**config.mk**
```make
export PLATFORM = sky130hd
export DESIGN_NAME = short_window_backref_decoder
export DESIGN_NICKNAME = d
export VERILOG_FILES = /design/src/hdl/swbd_pkg.sv /design/src/hdl/short_window_backref_decoder.sv
export SDC_FILE = /design/constraint.sdc
export NUM_CORES = 1
export LEC_CHECK = 0
export ABC_AREA = 1
export BUFFER_PORTS_ARGS = -buffer_cell sky130_fd_sc_hd__clkbuf_2
export CORE_MARGIN = 3
export CORE_UTILIZATION = 36
export DETAILED_ROUTE_END_ITERATION = 8
export HOLD_SLACK_MARGIN = 0.05
export PLACE_DENSITY = 0.62
export SYNTH_ARGS = -nofsm -noshare
export SYNTH_HDL_FRONTEND = slang
export SYNTH_SLANG_ARGS = --single-unit
```
**constraint.sdc**
```tcl
create_clock -name clk -period 4.27 [get_ports clk]
set_input_delay 0.6405 -clock clk [delete_from_list [all_inputs] [get_ports clk]]
set_output_delay 0.6405 -clock clk [all_outputs]
set_load 0.1 [all_outputs]
```
**src/hdl/swbd_pkg.sv**
```systemverilog
// Shared types and constants for the short-window back-reference decoder.
package swbd_pkg;

    localparam int BYTE_W     = 8;
    localparam int HIST_DEPTH = 32;
    localparam int HIST_AW    = $clog2(HIST_DEPTH);
    localparam int COUNT_W    = 3;

    localparam logic [BYTE_W-1:0] ESCAPE_CODE = 8'hFF;

    typedef enum logic [0:0] {
        ST_IDLE,
        ST_COPY
    } state_t;

endpackage

```
**src/hdl/short_window_backref_decoder.sv**
```systemverilog
// Top level of the short-window back-reference decoder (32-byte history window).
//
// Input: a new code byte is taken only while idle, so none is taken during a copy.
// Output: a literal gives one byte, a copy code (code & 7) + 1 bytes, an escape none;
// the sequencer emits one byte per cycle while the output register is free or drains.
// Reset: rst_n clears the sequencer, escape flag, output valid and all 32 history bytes.
module short_window_backref_decoder (
    input  logic                        clk,
    input  logic                        rst_n,

    input  logic                        s_tvalid,
    output logic                        s_tready,
    input  logic [swbd_pkg::BYTE_W-1:0] s_tdata,   // [7:0] data_byte
    input  logic                        s_tlast,   // last_in

    output logic                        m_tvalid,
    input  logic                        m_tready,
    output logic [swbd_pkg::BYTE_W-1:0] m_tdata,   // [7:0] out_byte
    output logic                        m_tuser,   // [0] run_last
    output logic                        m_tlast    // chunk_last
);

    // Sequencer state
    swbd_pkg::state_t                  state_reg, state_next;
    logic [swbd_pkg::COUNT_W-1:0]      count_reg, count_next;
    logic [swbd_pkg::BYTE_W-1:0]       code_reg, code_next;
    logic                              last_reg, last_next;
    logic                              lit_reg, lit_next;
    logic                              esc_reg, esc_next;

    // History: newest byte at entry 0, shifted on every emitted byte
    logic [swbd_pkg::BYTE_W-1:0]       hist_reg  [swbd_pkg::HIST_DEPTH];
    logic [swbd_pkg::BYTE_W-1:0]       hist_next [swbd_pkg::HIST_DEPTH];

    // Output register
    logic                              m_valid_reg, m_valid_next;
    logic [swbd_pkg::BYTE_W-1:0]       m_data_reg, m_data_next;
    logic                              m_run_reg, m_run_next;
    logic                              m_chunk_reg, m_chunk_next;

    logic                              in_fire;
    logic                              emit;
    logic                              final_byte;
    logic                              is_escape;
    logic [swbd_pkg::HIST_AW-1:0]      src_idx;
    logic [swbd_pkg::BYTE_W-1:0]       emit_byte;

    // Control outputs of the sequencer
    always_comb
    begin
        s_tready   = (state_reg == swbd_pkg::ST_IDLE);
        in_fire    = s_tvalid && s_tready;
        // Emit only when the output register is free or drains this cycle
        emit       = (state_reg == swbd_pkg::ST_COPY) && (!m_valid_reg || m_tready);
        final_byte = emit && (count_reg == '0);
        is_escape  = !esc_reg && (s_tdata == swbd_pkg::ESCAPE_CODE);
    end

    // Next state
    always_comb
    begin
        state_next = state_reg;
        case (state_reg)
            swbd_pkg::ST_IDLE:
            begin
                if (in_fire && !is_escape)
                begin
                    state_next = swbd_pkg::ST_COPY;
                end
            end
            swbd_pkg::ST_COPY:
            begin
                if (final_byte)
                begin
                    state_next = swbd_pkg::ST_IDLE;
                end
            end
            default:
            begin
                state_next = swbd_pkg::ST_IDLE;
            end
        endcase
    end

    // Source of a copy sits 32 - (code >> 3) bytes back, i.e. entry 31 - (code >> 3)
    assign src_idx   = ~code_reg[swbd_pkg::BYTE_W-1 -: swbd_pkg::HIST_AW];
    assign emit_byte = lit_reg ? code_reg : hist_reg[src_idx];

    // Datapath
    always_comb
    begin
        count_next   = count_reg;
        code_next    = code_reg;
        last_next    = last_reg;
        lit_next     = lit_reg;
        esc_next     = esc_reg;
        hist_next    = hist_reg;
        m_data_next  = m_data_reg;
        m_run_next   = m_run_reg;
        m_chunk_next = m_chunk_reg;

        // Drop the held transfer once taken; reload below if a byte is emitted
        m_valid_next = m_valid_reg && !m_tready;

        if (in_fire)
        begin
            code_next = s_tdata;
            last_next = s_tlast;
            if (esc_reg)
            begin
                // Literal after an escape: one byte, taken as is
                esc_next   = 1'b0;
                lit_next   = 1'b1;
                count_next = '0;
            end
            else if (is_escape)
            begin
                // Escape: arm the flag; a dangling escape at chunk end is dropped
                esc_next = !s_tlast;
                if (s_tlast)
                begin
                    for (int i = 0; i < swbd_pkg::HIST_DEPTH; i++)
                    begin
                        hist_next[i] = '0;
                    end
                end
            end
            else
            begin
                lit_next   = 1'b0;
                count_next = s_tdata[swbd_pkg::COUNT_W-1:0];
            end
        end

        if (emit)
        begin
            m_valid_next = 1'b1;
            m_data_next  = emit_byte;
            m_run_next   = final_byte;
            m_chunk_next = final_byte && last_reg;
            count_next   = count_reg - 1'b1;
            // Advance the history shift line
            for (int i = 1; i < swbd_pkg::HIST_DEPTH; i++)
            begin
                hist_next[i] = hist_reg[i-1];
            end
            hist_next[0] = emit_byte;
            // Chunk end: wipe history after its final byte
            if (final_byte && last_reg)
            begin
                esc_next = 1'b0;
                for (int i = 0; i < swbd_pkg::HIST_DEPTH; i++)
                begin
                    hist_next[i] = '0;
                end
            end
        end
    end

    always_ff @(posedge clk or negedge rst_n)
    begin
        if (!rst_n)
        begin
            state_reg   <= swbd_pkg::ST_IDLE;
            esc_reg     <= 1'b0;
            m_valid_reg <= 1'b0;
            for (int i = 0; i < swbd_pkg::HIST_DEPTH; i++)
            begin
                hist_reg[i] <= '0;
            end
        end
        else
        begin
            state_reg   <= state_next;
            esc_reg     <= esc_next;
            m_valid_reg <= m_valid_next;
            hist_reg    <= hist_next;
        end
    end

    // Payload registers, no reset needed
    always_ff @(posedge clk)
    begin
        count_reg   <= count_next;
        code_reg    <= code_next;
        last_reg    <= last_next;
        lit_reg     <= lit_next;
        m_data_reg  <= m_data_next;
        m_run_reg   <= m_run_next;
        m_chunk_reg <= m_chunk_next;
    end

    assign m_tvalid = m_valid_reg;
    assign m_tdata  = m_data_reg;
    assign m_tuser  = m_run_reg;
    assign m_tlast  = m_chunk_reg;

endmodule

```
==> reports/results.ini <==
[run_status]
outcome = completed

[logic_synthesis]
synth_nets = 1456
synth_commonest_cells = 265 x inv_1, 259 x dfrtp_1, 230 x o22ai_2, 229 x nand2_1, 188 x nand3_1
ys_seq_area_share_pct = 49.3
ys_types = 30
synth.top_cell.area_share_pct = 44.6
synth-warning-count = 0
synthArstFlopShare_pct = 91.8
synth_ff_type = dfrtp_1
synth_edf_count = 23
netlist_top_cells_area = dfrtp_1 45%, o22ai_2 20%, inv_1 6.8%, nand3_1 6.5%, nand2_1 5.9%
syn-instance-count = 1441
synthMostInstantiatedCell = inv_1
synth_area_um2 = 14500
ys_ff_latch = 282
post_synth.cell_area_avg_um2 = 10.1
yosys.area.top_type = dfrtp_1

[route]
drt-total-wl_mm = 31.9
ant_nets = 0
wl_per_cell_um = 16.3
viasPerCell = 5.08
dr.pass1.iters = 5
drt_iter0_markers = 724
vias = 9950
drc = 0

[grt]
grt_use_total_pct = 14.9
grt_pass1_wl_mm = 52.7
grt_antenna_before_repair = 0
grt_pass1_vias = 9932
grt.overflow.total = 0
grt_max_degree = 165

[placed_design]
port_buffers = 24
place_hpwl_mm = 17.4
postPlaceCellArea_um2 = 14700
gp_congestion = 0.760

[final_layout]
fillCellCount = 3888
antenna_cells = 0
stdcell_area_um2 = 15800
area_delta_synth_final_pct = 8.91
nNetsFinal = 1433
drive_above_1_share_pct = 23.7
largest_register_ffs = 256

[clocking]
clkLatencyLatePin_ps = 500
cts.reportedPaths.clkPinSlew_ps = 50
hold_buffers = 0
cts-resized-gates = 0
clock-sinks = 282
clockRootBuffer = clkbuf_16
htreeDepth = 2
cts-buffers-inserted = 34
cts_post_setup_buffers_inserted = 0
cts_tree = done
clockBufferDepth = 3

[timing]
tns_ps = 0
rsz0062_at_grt = no
post-route-min-period_ps = 2590
slew_headroom_pct = 45.1
maxSlewViolCount = 0
setup_viol_count_final = 0
tightest_slew_ps = 823
max_freq_mhz = 386
finClkSkew_ps = 13.8
hold_violations = 0
period_share_pct = 60.6

[power_and_ir_drop]
sequentialPowerShare_pct = 34.9
p_switching_mw = 4.56
power_per_cell_area_nw_per_um2 = 741
internal_power_mw = 7.17
p_leak_nw = 6.86
p_sw_share_pct = 38.9
power_frac_comb_pct = 41.4
clkPwrFrac_pct = 23.7
vdd_drop_max_uv = 489

[setup_path]
crit_arrival_ps = 2940
startpoint_type = flop
worstPathCellList = nand2_2 > nand2_4 > inv_2 > nand2_2 > nor2_4 > nand2_4 > inv_4 > nor2_8 > clkinv_8 > buf_4 > o22ai_1
cp_num_buf_inv = 4
cp_slowest_stage_delay_ps = 530
cp_data_required_time_ps = 4620
critPathKind = flop to flop
reg2reg_depth = 11
cp_top_family = buffers and inverters
crit_path_end_kind = flop
critPathMaxFanout = 79
critPathSlowestCell = buf_4
cp.depth = 11

[floorplan]
start_util_pct = 37.0
pin_count = 25
die_h_um = 207
rows = 72
die_area_um2 = 42800
core-area_um2 = 39300
chipWidth_um = 207

[hold_path]
worstHoldPathType = input pin to asynchronous set/reset pin

[flow_run]
maxCapViolations = 0

## cells in the final DEF (no fill, tap or decap), types with 7 or more instances in the layout
cell type	n
clkbuf_1	9
clkbuf_16	37
nand3_1	188
nand2_1	228
o22ai_2	230
o211ai_1	17
clkbuf_2	23
buf_12	9
dfrtp_1	259
clkbuf_8	7
o21ai_0	43
buf_4	15
nor2_1	7
edfxtp_1	23
o22ai_1	14
inv_1	264
a21oi_1	36
## per-layer routing
metal  global-route usage [%]  routed length [um]  up-vias  share of wire (%)
li1                         -                   -     4785                  -
met1                     21.6               15300     4929                 48
met2                     23.5               14700      199                 46
met3                     2.59                1410       37                4.4
met4                     3.54                 519        0                1.6
met5                        0                   0        -                  0
## metrics by stage
stage                     setup slack, ps  instances  total power, mW  util, %  hold slack (ps)
after global placement               1470       1900             8.87     37.5              457
after global routing                 1550       1959             12.5     40.3              273
final                                1680       1959             11.7     40.3              214
after detailed placement             1400       1900             9.01     37.5              465
after CTS                            1740       1959             11.8     40.3              239
after floorplan                      2030       1441             8.44        -              345
## cells by family after synthesis
logic type | synth area share, %
AO/OA/AOI/OAI | 24.1
buffers and inverters | 13.1
AND/OR/NAND/NOR | 13.3
adder cells (fa/ha/maj) | 0.172
flip-flops | 49.3
XOR/XNOR | 0.0603
## final timing paths
| path | start | to | slack [ps] |
|---|---|---|---|
| min | rst_n | hist_reg[178]$_DFFE_PN0P_ | 210 |
| min reg2reg | esc_reg$_DFF_PN0_ | lit_reg$_SDFFCE_PP1P_ | 480 |
| max reg2reg | m_tvalid$_DFF_PN0_ | hist_reg[187]$_DFFE_PN0P_ | 1680 |
| max | m_tvalid$_DFF_PN0_ | hist_reg[187]$_DFFE_PN0P_ | 1680 |
| max in group asynchronous | rst_n | hist_reg[96]$_DFFE_PN0P_ | 3110 |
| min in group clk | s_tdata[5] | code_reg[5]$_DFFE_PP_ | 350 |
## worst reg2reg max path: cells and delay by family (launching register included)
family | cells | cell delay (ps)
compound gates | 1 | 150
buf+inv | 4 | 1310
flops | 1 | 390
simple gates | 6 | 580
## area by class of cell
class                      count  area [um^2]  area share (%)
tap                          518          648            4.09
sequential                   282         7170            45.3
timing repair buffer          48          423            2.67
clock buffer                  53         1060            6.67
inverter                     271         1030            6.52
clock inverter                 6         33.8           0.213
multi-input combinational    781         5470            34.5
## power by group through the flow
stage	Combinational [mW]	Clock (mW)	Sequential, mW
5_1_grt	5.33	2.97	4.20
6_report	4.86	2.78	4.09
3_3_place_gp	4.76	0	4.11
2_1_floorplan	4.16	0	4.29
4_1_cts	4.88	2.85	4.09
3_5_place_dp	4.87	0	4.14
Note: power is estimated with default switching activity, not from simulation.
